`config.mk`:
```
export PLATFORM = sky130hd
export DESIGN_NAME = mono_pixel_fill_copy_blend
export DESIGN_NICKNAME = d
export VERILOG_FILES = /design/src/hw/rtl/mpfcb_pkg.sv /design/src/hw/rtl/mpfcb_fifo.sv /design/src/hw/rtl/mpfcb_front.sv /design/src/hw/rtl/mpfcb_back.sv /design/src/hw/rtl/mono_pixel_fill_copy_blend.sv
export SDC_FILE = /design/constraint.sdc
export NUM_CORES = 1
export LEC_CHECK = 0
export CAP_MARGIN = 20
export CORE_MARGIN = 8
export CORE_UTILIZATION = 60
export CTS_CLUSTER_SIZE = 30
export DETAILED_ROUTE_END_ITERATION = 16
export DONT_BUFFER_PORTS = 1
export PLACE_DENSITY = 0.76
export SETUP_SLACK_MARGIN = 0.2
export SLEW_MARGIN = 20
export SYNTH_ARGS = -nofsm -noshare
export SYNTH_HDL_FRONTEND = slang
export SYNTH_SLANG_ARGS = --single-unit
```
`constraint.sdc`:
```
create_clock -name i_clk -period 10.4 [get_ports i_clk]
set_input_delay 0.52 -clock i_clk [delete_from_list [all_inputs] [get_ports i_clk]]
set_output_delay 0.52 -clock i_clk [all_outputs]
set_load 0.05 [all_outputs]
```
`src/hw/rtl/mpfcb_pkg.sv`:
```
// ----------------------------------------------------------------------------
// mpfcb_pkg
// Types and constants shared by the mono pixel fill/copy/blend engine.
// ----------------------------------------------------------------------------
package mpfcb_pkg;

    // Mode codes
    localparam logic [2:0] MODE_FILL   = 3'd0;
    localparam logic [2:0] MODE_COPY1  = 3'd1;
    localparam logic [2:0] MODE_COPY4  = 3'd2;
    localparam logic [2:0] MODE_BLEND1 = 3'd3;
    localparam logic [2:0] MODE_BLEND4 = 3'd4;

    // Configuration register indexes
    localparam logic [2:0] CFG_MODE         = 3'd0;
    localparam logic [2:0] CFG_FG_LUM       = 3'd1;
    localparam logic [2:0] CFG_BG_LUM       = 3'd2;
    localparam logic [2:0] CFG_START_PHASE  = 3'd3;
    localparam logic [2:0] CFG_STRIDE_PHASE = 3'd4;
    localparam logic [2:0] CFG_ROW_WIDTH    = 3'd5;

    localparam int CFG_IDX_W  = 3;
    localparam int CFG_DATA_W = 13;

    // Alpha scale and reciprocal for divide by 15 (ceil(65536/15) - 1)
    localparam logic [3:0]  ALPHA_MAX = 4'd15;
    localparam logic [12:0] RECIP15   = 13'd4369;

    // Queue depths
    localparam int MID_DEPTH = 4;
    localparam int OUT_DEPTH = 4;
    localparam int OUT_CNT_W = $clog2(OUT_DEPTH + 1);

    typedef struct packed {
        logic [7:0] src_byte;
        logic [7:0] dst_pixel;
        logic       restart;
    } t_in;

    typedef struct packed {
        logic [7:0] pixel;
        logic       row_end;
    } t_out;

    typedef struct packed {
        logic [2:0]  mode;
        logic [7:0]  fg_lum;
        logic [7:0]  bg_lum;
        logic [2:0]  start_phase;
        logic [2:0]  stride_phase;
        logic [12:0] row_width;
    } t_cfg;

    // Classified pixel passed from front to back
    typedef struct packed {
        logic [2:0] mode;
        logic       bit_sel;
        logic [3:0] nib;
        logic [7:0] dst_pixel;
        logic       row_end;
    } t_work;

endpackage

```
`src/hw/rtl/mpfcb_fifo.sv`:
```
// ----------------------------------------------------------------------------
// mpfcb_fifo
// Small register queue with show-ahead read data and an occupancy count.
// ----------------------------------------------------------------------------
module mpfcb_fifo #(
    parameter int WIDTH = 8,
    parameter int DEPTH = 4
) (
    input  logic                           i_clk,
    input  logic                           i_rst_n,
    input  logic                           i_push,
    input  logic [WIDTH-1:0]               i_wdata,
    output logic                           o_full,
    input  logic                           i_pop,
    output logic [WIDTH-1:0]               o_rdata,
    output logic                           o_empty,
    output logic [$clog2(DEPTH+1)-1:0]     o_count
);

    localparam int AW = (DEPTH > 1) ? $clog2(DEPTH) : 1;
    localparam int CW = $clog2(DEPTH + 1);
    localparam logic [AW-1:0] LAST = AW'(DEPTH - 1);

    logic [WIDTH-1:0] r_mem [DEPTH];
    logic [AW-1:0]    r_wr_ptr, n_wr_ptr;
    logic [AW-1:0]    r_rd_ptr, n_rd_ptr;
    logic [CW-1:0]    r_count, n_count;
    logic             wr_en, rd_en;

    assign o_full  = (r_count == CW'(DEPTH));
    assign o_empty = (r_count == '0);
    assign o_count = r_count;
    assign o_rdata = r_mem[r_rd_ptr];

    assign wr_en = i_push && !o_full;
    assign rd_en = i_pop && !o_empty;

    // Pointer and count update
    always_comb begin
        n_wr_ptr = r_wr_ptr;
        n_rd_ptr = r_rd_ptr;
        n_count  = r_count;
        if (wr_en) begin
            n_wr_ptr = (r_wr_ptr == LAST) ? '0 : r_wr_ptr + 1'b1;
        end
        if (rd_en) begin
            n_rd_ptr = (r_rd_ptr == LAST) ? '0 : r_rd_ptr + 1'b1;
        end
        if (wr_en && !rd_en) begin
            n_count = r_count + 1'b1;
        end else if (rd_en && !wr_en) begin
            n_count = r_count - 1'b1;
        end
    end

    always_ff @(posedge i_clk) begin
        if (!i_rst_n) begin
            r_wr_ptr <= '0;
            r_rd_ptr <= '0;
            r_count  <= '0;
        end else begin
            r_wr_ptr <= n_wr_ptr;
            r_rd_ptr <= n_rd_ptr;
            r_count  <= n_count;
        end
    end

    // Storage, no reset needed
    always_ff @(posedge i_clk) begin
        if (wr_en) begin
            r_mem[r_wr_ptr] <= i_wdata;
        end
    end

endmodule

```
`src/hw/rtl/mpfcb_front.sv`:
```
// ----------------------------------------------------------------------------
// mpfcb_front
// Tracks column and sub-byte phase, picks the source bit or nibble and
// flags the row end for each accepted pixel.
// ----------------------------------------------------------------------------
module mpfcb_front #(
    parameter int MAX_WIDTH = 4096
) (
    input  logic               i_clk,
    input  logic               i_rst_n,
    input  mpfcb_pkg::t_cfg    i_cfg,
    input  logic               i_accept,
    input  mpfcb_pkg::t_in     i_in,
    output mpfcb_pkg::t_work   o_work
);

    import mpfcb_pkg::*;

    localparam int CW = (MAX_WIDTH > 1) ? $clog2(MAX_WIDTH) : 1;
    localparam int WW = (CW + 1 > 14) ? CW + 1 : 14;
    localparam logic [WW-1:0] MAX_W = WW'(MAX_WIDTH);

    logic [CW-1:0] r_column, n_column;
    logic [2:0]    r_row_phase, n_row_phase;

    logic [CW-1:0] col_cur;
    logic [2:0]    phase_cur;
    logic [2:0]    pos;
    logic [WW-1:0] rw_ext;
    logic [WW-1:0] eff_w;
    logic          last;

    // Restart applies before this pixel
    assign col_cur   = i_in.restart ? '0 : r_column;
    assign phase_cur = i_in.restart ? i_cfg.start_phase : r_row_phase;
    assign pos       = phase_cur + 3'(col_cur);

    // Effective width: zero counts as one, clamp to the maximum
    assign rw_ext = WW'(i_cfg.row_width);
    always_comb begin
        if (rw_ext == '0) begin
            eff_w = WW'(1);
        end else if (rw_ext > MAX_W) begin
            eff_w = MAX_W;
        end else begin
            eff_w = rw_ext;
        end
    end

    assign last = ((WW'(col_cur) + WW'(1)) >= eff_w);

    // Classified pixel
    always_comb begin
        o_work.mode      = i_cfg.mode;
        o_work.bit_sel   = i_in.src_byte[3'd7 - pos];
        o_work.nib       = pos[0] ? i_in.src_byte[7:4] : i_in.src_byte[3:0];
        o_work.dst_pixel = i_in.dst_pixel;
        o_work.row_end   = last;
    end

    // Column and phase advance
    always_comb begin
        n_column    = r_column;
        n_row_phase = r_row_phase;
        if (i_accept) begin
            n_row_phase = phase_cur;
            if (last) begin
                n_column = '0;
                if (i_cfg.mode inside {MODE_COPY1, MODE_BLEND1}) begin
                    n_row_phase = phase_cur + i_cfg.stride_phase;
                end
            end else begin
                n_column = col_cur + 1'b1;
            end
        end
    end

    always_ff @(posedge i_clk) begin
        if (!i_rst_n) begin
            r_column    <= '0;
            r_row_phase <= '0;
        end else begin
            r_column    <= n_column;
            r_row_phase <= n_row_phase;
        end
    end

endmodule

```
`src/hw/rtl/mpfcb_back.sv`:
```
// ----------------------------------------------------------------------------
// mpfcb_back
// Computes the new pixel: selection for fill and 1bpp modes, a weighted
// sum and divide by 15 for 4bpp modes. One register stage; the divide
// settles in front of the result queue.
// ----------------------------------------------------------------------------
module mpfcb_back (
    input  logic                          i_clk,
    input  logic                          i_rst_n,
    input  mpfcb_pkg::t_cfg               i_cfg,
    input  logic                          i_work_valid,
    input  mpfcb_pkg::t_work              i_work,
    output logic                          o_work_pop,
    input  logic [mpfcb_pkg::OUT_CNT_W-1:0] i_out_free,
    output logic                          o_out_push,
    output mpfcb_pkg::t_out               o_out
);

    import mpfcb_pkg::*;

    logic          r_a_valid;
    logic          r_a_mix;
    logic [11:0]   r_a_sum;
    logic [7:0]    r_a_pixel;
    logic          r_a_row_end;

    logic          issue;
    logic          is_mix;
    logic [7:0]    other;
    logic [3:0]    inv_a;
    logic [11:0]   sum;
    logic [7:0]    simple;

    logic [24:0]   recip_prod;
    logic [7:0]    q0;
    logic [11:0]   q0x15;
    logic [11:0]   rem;
    logic [7:0]    quot;

    // Issue only when the result queue has room for everything in flight
    assign issue      = i_work_valid && (i_out_free > OUT_CNT_W'(r_a_valid));
    assign o_work_pop = issue;

    // Stage A: weighted sum or plain selection
    always_comb begin
        is_mix = (i_work.mode == MODE_COPY4) || (i_work.mode == MODE_BLEND4);
        other  = (i_work.mode == MODE_COPY4) ? i_cfg.bg_lum : i_work.dst_pixel;
        inv_a  = ALPHA_MAX - i_work.nib;
        sum    = 12'(i_cfg.fg_lum) * 12'(i_work.nib) + 12'(other) * 12'(inv_a);
        case (i_work.mode)
            MODE_FILL:   simple = i_cfg.fg_lum;
            MODE_COPY1:  simple = i_work.bit_sel ? i_cfg.fg_lum : i_cfg.bg_lum;
            MODE_BLEND1: simple = i_work.bit_sel ? i_cfg.fg_lum : i_work.dst_pixel;
            default:     simple = i_work.dst_pixel;
        endcase
    end

    always_ff @(posedge i_clk) begin
        if (!i_rst_n) begin
            r_a_valid <= 1'b0;
        end else begin
            r_a_valid <= issue;
        end
    end

    always_ff @(posedge i_clk) begin
        if (issue) begin
            r_a_mix     <= is_mix;
            r_a_sum     <= sum;
            r_a_pixel   <= simple;
            r_a_row_end <= i_work.row_end;
        end
    end

    // Stage B: divide by 15 via reciprocal, one-step correction
    always_comb begin
        recip_prod = 25'(r_a_sum) * 25'(RECIP15);
        q0         = recip_prod[23:16];
        q0x15      = 12'(q0) * 12'(ALPHA_MAX);
        rem        = r_a_sum - q0x15;
        quot       = (rem >= 12'(ALPHA_MAX)) ? q0 + 1'b1 : q0;
    end

    assign o_out_push    = r_a_valid;
    assign o_out.pixel   = r_a_mix ? quot : r_a_pixel;
    assign o_out.row_end = r_a_row_end;

endmodule

```
`src/hw/rtl/mono_pixel_fill_copy_blend.sv`:
```
// ----------------------------------------------------------------------------
// mono_pixel_fill_copy_blend
// Per-pixel fill / copy / blend engine for an 8-bit grey framebuffer.
// ----------------------------------------------------------------------------
// Usage:
//   Input queue side: drive i_in_data and raise push; a transaction happens
//   on each edge with push high and full low.
//   Result side: while empty is low, o_out_data holds the oldest result;
//   raise pop to take it.
//   Configuration: i_cfg_index / i_cfg_data with i_cfg_valid; o_cfg_ready is
//   always high. Write registers only while no pixel is in flight.
// Path: an accepted pixel passes the front queue and one compute stage register
//   before it is written into the result queue.
// Throughput: one pixel per cycle while pop keeps draining results, fed by the
//   front stage and the one-stage compute pipeline into a 4-entry result queue.
// Reset: queues empty, column and phase zero, registers at their defaults
//   (fill mode, white foreground, black background, width one).
// Stall: when pop stays low the result queue fills, the compute stage stops
//   issuing, the 4-entry front queue fills and full rises; no data is lost.
// ----------------------------------------------------------------------------
module mono_pixel_fill_copy_blend #(
    parameter int MAX_WIDTH = 4096
) (
    input  logic                                i_clk,
    input  logic                                i_rst_n,
    // Pixel input queue
    input  logic                                push,
    output logic                                full,
    input  mpfcb_pkg::t_in                      i_in_data,
    // Result queue
    output logic                                empty,
    input  logic                                pop,
    output mpfcb_pkg::t_out                     o_out_data,
    // Configuration writes
    input  logic                                i_cfg_valid,
    output logic                                o_cfg_ready,
    input  logic [mpfcb_pkg::CFG_IDX_W-1:0]     i_cfg_index,
    input  logic [mpfcb_pkg::CFG_DATA_W-1:0]    i_cfg_data
);

    import mpfcb_pkg::*;

    localparam int WORK_W = $bits(t_work);
    localparam int OUT_W  = $bits(t_out);

    t_cfg  r_cfg;
    t_work front_work;
    t_work mid_work;
    t_out  back_out;

    logic                      accept;
    logic                      mid_full;
    logic                      mid_empty;
    logic                      mid_pop;
    logic [$clog2(MID_DEPTH+1)-1:0] mid_count;
    logic [WORK_W-1:0]         mid_rdata;
    logic                      out_push;
    logic                      out_full;
    logic [OUT_CNT_W-1:0]      out_count;
    logic [OUT_CNT_W-1:0]      out_free;
    logic [OUT_W-1:0]          out_rdata;

    // Configuration registers
    assign o_cfg_ready = 1'b1;

    always_ff @(posedge i_clk) begin
        if (!i_rst_n) begin
            r_cfg.mode         <= MODE_FILL;
            r_cfg.fg_lum       <= 8'd255;
            r_cfg.bg_lum       <= 8'd0;
            r_cfg.start_phase  <= 3'd0;
            r_cfg.stride_phase <= 3'd0;
            r_cfg.row_width    <= 13'd1;
        end else if (i_cfg_valid && o_cfg_ready) begin
            case (i_cfg_index)
                CFG_MODE:         r_cfg.mode         <= i_cfg_data[2:0];
                CFG_FG_LUM:       r_cfg.fg_lum       <= i_cfg_data[7:0];
                CFG_BG_LUM:       r_cfg.bg_lum       <= i_cfg_data[7:0];
                CFG_START_PHASE:  r_cfg.start_phase  <= i_cfg_data[2:0];
                CFG_STRIDE_PHASE: r_cfg.stride_phase <= i_cfg_data[2:0];
                CFG_ROW_WIDTH:    r_cfg.row_width    <= i_cfg_data[12:0];
                default:          ;
            endcase
        end
    end

    // Front: classify accepted pixels
    assign accept = push && !mid_full;
    assign full   = mid_full;

    mpfcb_front #(
        .MAX_WIDTH (MAX_WIDTH)
    ) u_front (
        .i_clk    (i_clk),
        .i_rst_n  (i_rst_n),
        .i_cfg    (r_cfg),
        .i_accept (accept),
        .i_in     (i_in_data),
        .o_work   (front_work)
    );

    // Queue between front and back
    mpfcb_fifo #(
        .WIDTH (WORK_W),
        .DEPTH (MID_DEPTH)
    ) u_mid_fifo (
        .i_clk   (i_clk),
        .i_rst_n (i_rst_n),
        .i_push  (accept),
        .i_wdata (front_work),
        .o_full  (mid_full),
        .i_pop   (mid_pop),
        .o_rdata (mid_rdata),
        .o_empty (mid_empty),
        .o_count (mid_count)
    );

    assign mid_work = t_work'(mid_rdata);

    // Back: compute the pixel
    assign out_free = OUT_CNT_W'(OUT_DEPTH) - out_count;

    mpfcb_back u_back (
        .i_clk        (i_clk),
        .i_rst_n      (i_rst_n),
        .i_cfg        (r_cfg),
        .i_work_valid (!mid_empty && (mid_count != '0)),
        .i_work       (mid_work),
        .o_work_pop   (mid_pop),
        .i_out_free   (out_free),
        .o_out_push   (out_push),
        .o_out        (back_out)
    );

    // Result queue
    mpfcb_fifo #(
        .WIDTH (OUT_W),
        .DEPTH (OUT_DEPTH)
    ) u_out_fifo (
        .i_clk   (i_clk),
        .i_rst_n (i_rst_n),
        .i_push  (out_push),
        .i_wdata (back_out),
        .o_full  (out_full),
        .i_pop   (pop),
        .o_rdata (out_rdata),
        .o_empty (empty),
        .o_count (out_count)
    );

    assign o_out_data = (out_full || !out_full) ? t_out'(out_rdata) : '0;

endmodule
```
==> impl_metrics.tcl <==
set metrics [dict create \
    place.gp.congestion 0.865 \
    dieArea_um2 27100 \
    holdBufCountCts 0 \
    min_period_ns 7.87 \
    cts_inserted_buffers 17 \
    cts_tree "done" \
    io-pin-count 50 \
    synth_nets 1424 \
    r2r-start "u_back.r_a_sum[7]" \
    drtIter0Drc 452 \
    arrival_ns 8.04 \
    yosysTopAreaCell "edfxtp_1" \
    track_usage 0.204 \
    worst-r2r-cell-count 25 \
    endpoint "u_out_fifo.r_mem[0][1]" \
    gr-total-overflow 0 \
    cp-end-kind "flop" \
    avgSynthCellArea_um2 11.0 \
    wl_per_cell_um 18.0 \
    final_cell_count_no_fill 1476 \
    critPathKind "reg -> reg" \
    drv_cap 0 \
    synthArstFlopShare 0 \
    worstMarginPinSlew_ns 0.927 \
    postCtsSetupRepairBufs 0 \
    status "finished, final reports clean" \
    coreArea_um2 21800 \
    rsz0062_at_grt "false" \
    maxSlewViolCount 0 \
    grt_pass1_wl_um 43700 \
    antennaDiodeCount 0 \
    antenna_found_initial 0 \
    cts.path.max_buffers 2 \
    first_global_vias 8687 \
    die_h_um 165 \
    port-buffer-count 0 \
    ctsResizeCount 0 \
    h-tree-depth 4 \
    syn2layout_area_growth_pct 6.14 \
    r2r-end "u_out_fifo.r_mem[0][1]" \
    setup_tns_ns 0 \
    yosysTopAreaCellShare 0.286 \
    detail-route-antenna-nets 0 \
    firstDrtPassIters 5 \
    start_kind "flop" \
    hold_class "in -> reg" \
    yosysWarnings 0 \
    synth_area_um2 13200 \
    synth_flop_cell "edfxtp_1" \
    hpwl_um 20100 \
    avgViaCountPerCell 5.82 \
    rows 54 \
    worstPathRequired_ns 10.57 \
    vias 8597 \
    root_buffer "clkbuf_16" \
    wirelength_um 26600 \
    grt_max_degree 70 \
    fin_worst_skew_ns 0.0326 \
    drcViolationCount 0 \
    synth_edf_count 126 \
    path_clk_slew_ns 0.09 \
    timing.hold.ws_ns 0.155 \
    dp.cells 1445 \
    fmax_ghz 0.127 \
    fp.dieW_um 165 \
    yosysSeqAreaShare 0.395 \
    syn_inst 1199 \
    ys_ff_latch 198 \
    slew_headroom 0.380 \
    synth_area_leaders "edfxtp_1, ha_1, dfxtp_1" \
    ys_types 74 \
    drive_above_1_share 0.0886 \
    fin_crit_sh 0.757 \
    clock_sinks 198 \
    setup_viol 0 \
    finalNetCount 1409 \
    start_util 0.609 \
    startpoint "u_back.r_a_sum[7]" \
    crit_fanout 8 \
    hold_viol 0 \
    reg2reg_slack_ns 2.53 \
    final_util 0.646 \
    clk_latency_ns 0.45 \
]
==> Yosys cell counts (15+ instances only) <==
cell	count
fa_1	68
or2_2	19
nand3_1	38
nor2b_1	33
clkbuf_1	29
mux2i_1	25
and2_1	39
mux4_2	28
nand2b_1	23
nand2_1	129
nor2_1	41
xnor2_1	32
inv_1	113
dfxtp_1	72
edfxtp_1	126
a21boi_0	37
ha_1	119
o21ai_0	26
a21oi_1	34
xor2_1	15
==> kinds of logic (layout without fill, tap and decap cells) <==
family,Yosys count,in the layout,synth area share
compound gates,178,178,0.0981
xor+xnor,48,48,0.0323
fa+ha+maj,187,187,0.215
buf+inv,150,147,0.0431
flops,198,198,0.395
mux,61,61,0.0733
other cells,1,1,0.000283
simple gates,376,376,0.143
==> cells in the final DEF (no fill, tap or decap), types with 25 or more instances in the layout <==
cell,n
a21boi_0,37
a21oi_1,34
and2_1,39
dfxtp_1,72
edfxtp_1,126
fa_1,68
ha_1,119
inv_1,113
mux2i_1,25
mux4_2,28
nand2_1,129
nand3_1,38
nor2_1,41
nor2b_1,33
o21ai_0,26
xnor2_1,32
==> worst max-delay path, cell delays in order (launching register included) <==
cell and delay [ns]:
edfxtp_1 0.43, ha_1 0.36, fa_1 0.45, fa_1 0.39, ha_1 0.19, ha_1 0.28, and4_1 0.23, nor2b_1 0.17
o21ai_1 0.32, a21boi_1 0.18, o21ai_0 0.37, nand2_1 0.35, ha_1 0.44, fa_1 0.51, inv_1 0.05, fa_1 0.50
inv_1 0.04, ha_1 0.33, a21oi_1 0.22, nand2_1 0.07, o21a_1 0.19, or3_4 0.34, a2111oi_4 0.53, nand2_2 0.17
xnor2_1 0.17, mux2_2 0.31
==> worst min path at each step <==
stage	start	slack [ns]	endpoint	cells after the start
CTS	i_rst_n	0.15	r_cfg[33]	1
global placement	u_front.r_column[5]	0.45	u_front.r_column[5]	2
floorplan	u_front.r_column[5]	0.44	u_front.r_column[5]	2
detailed placement	u_front.r_column[5]	0.45	u_front.r_column[5]	2
global route	i_in_data[7]	0.14	u_mid_fifo.r_mem[0][7]	0
finish	i_in_data[7]	0.15	u_mid_fifo.r_mem[0][7]	0
==> state kept, by name, indices dropped and copies added (netlist names), named ones only <==
register             cells
r_cfg                   38
u_back.o_out_push        1
u_back.r_a_mix           1
u_back.r_a_pixel         8
u_back.r_a_row_end       1
u_back.r_a_sum          12
u_front.r_column        12
u_front.r_row_phase      3
u_mid_fifo.o_count       3
u_mid_fifo.r_mem        68
u_mid_fifo.r_rd_ptr      2
u_mid_fifo.r_wr_ptr      2
u_out_fifo.o_count       3
u_out_fifo.r_mem        36
u_out_fifo.r_rd_ptr      2
u_out_fifo.r_wr_ptr      2
==> per-stage QoR <==
| stage | worst slack, ns | cell area (um^2) |
|---|---|---|
| floorplan | 3.26 | 13200 |
| global placement | 2.75 | 13500 |
| detailed placement | 2.54 | 13500 |
| CTS | 2.52 | 14100 |
| global route | 1.89 | 14100 |
| finish | 2.53 | 14100 |
==> layer usage <==
layer / share of wire / track usage / vias up
met5: 0 / 0 / -
met4: 0.017 / 0.0643 / 0
met3: 0.047 / 0.0419 / 32
met2: 0.51 / 0.351 / 172
met1: 0.43 / 0.254 / 4238
li1: - / - / 4155
==> area by class of cell <==
cell class,instances,area (um^2)
Fill cell,1713,7700
Sequential cell,198,5230
Clock inverter,12,131
Inverter,114,428
Tap cell,280,350
Timing Repair Buffer,2,15.0
Multi-Input combinational cell,851,7450
Clock buffer,19,454
Power is not shown: default switching activity piles up to over one toggle a cycle in this logic, so the estimate is an artifact.
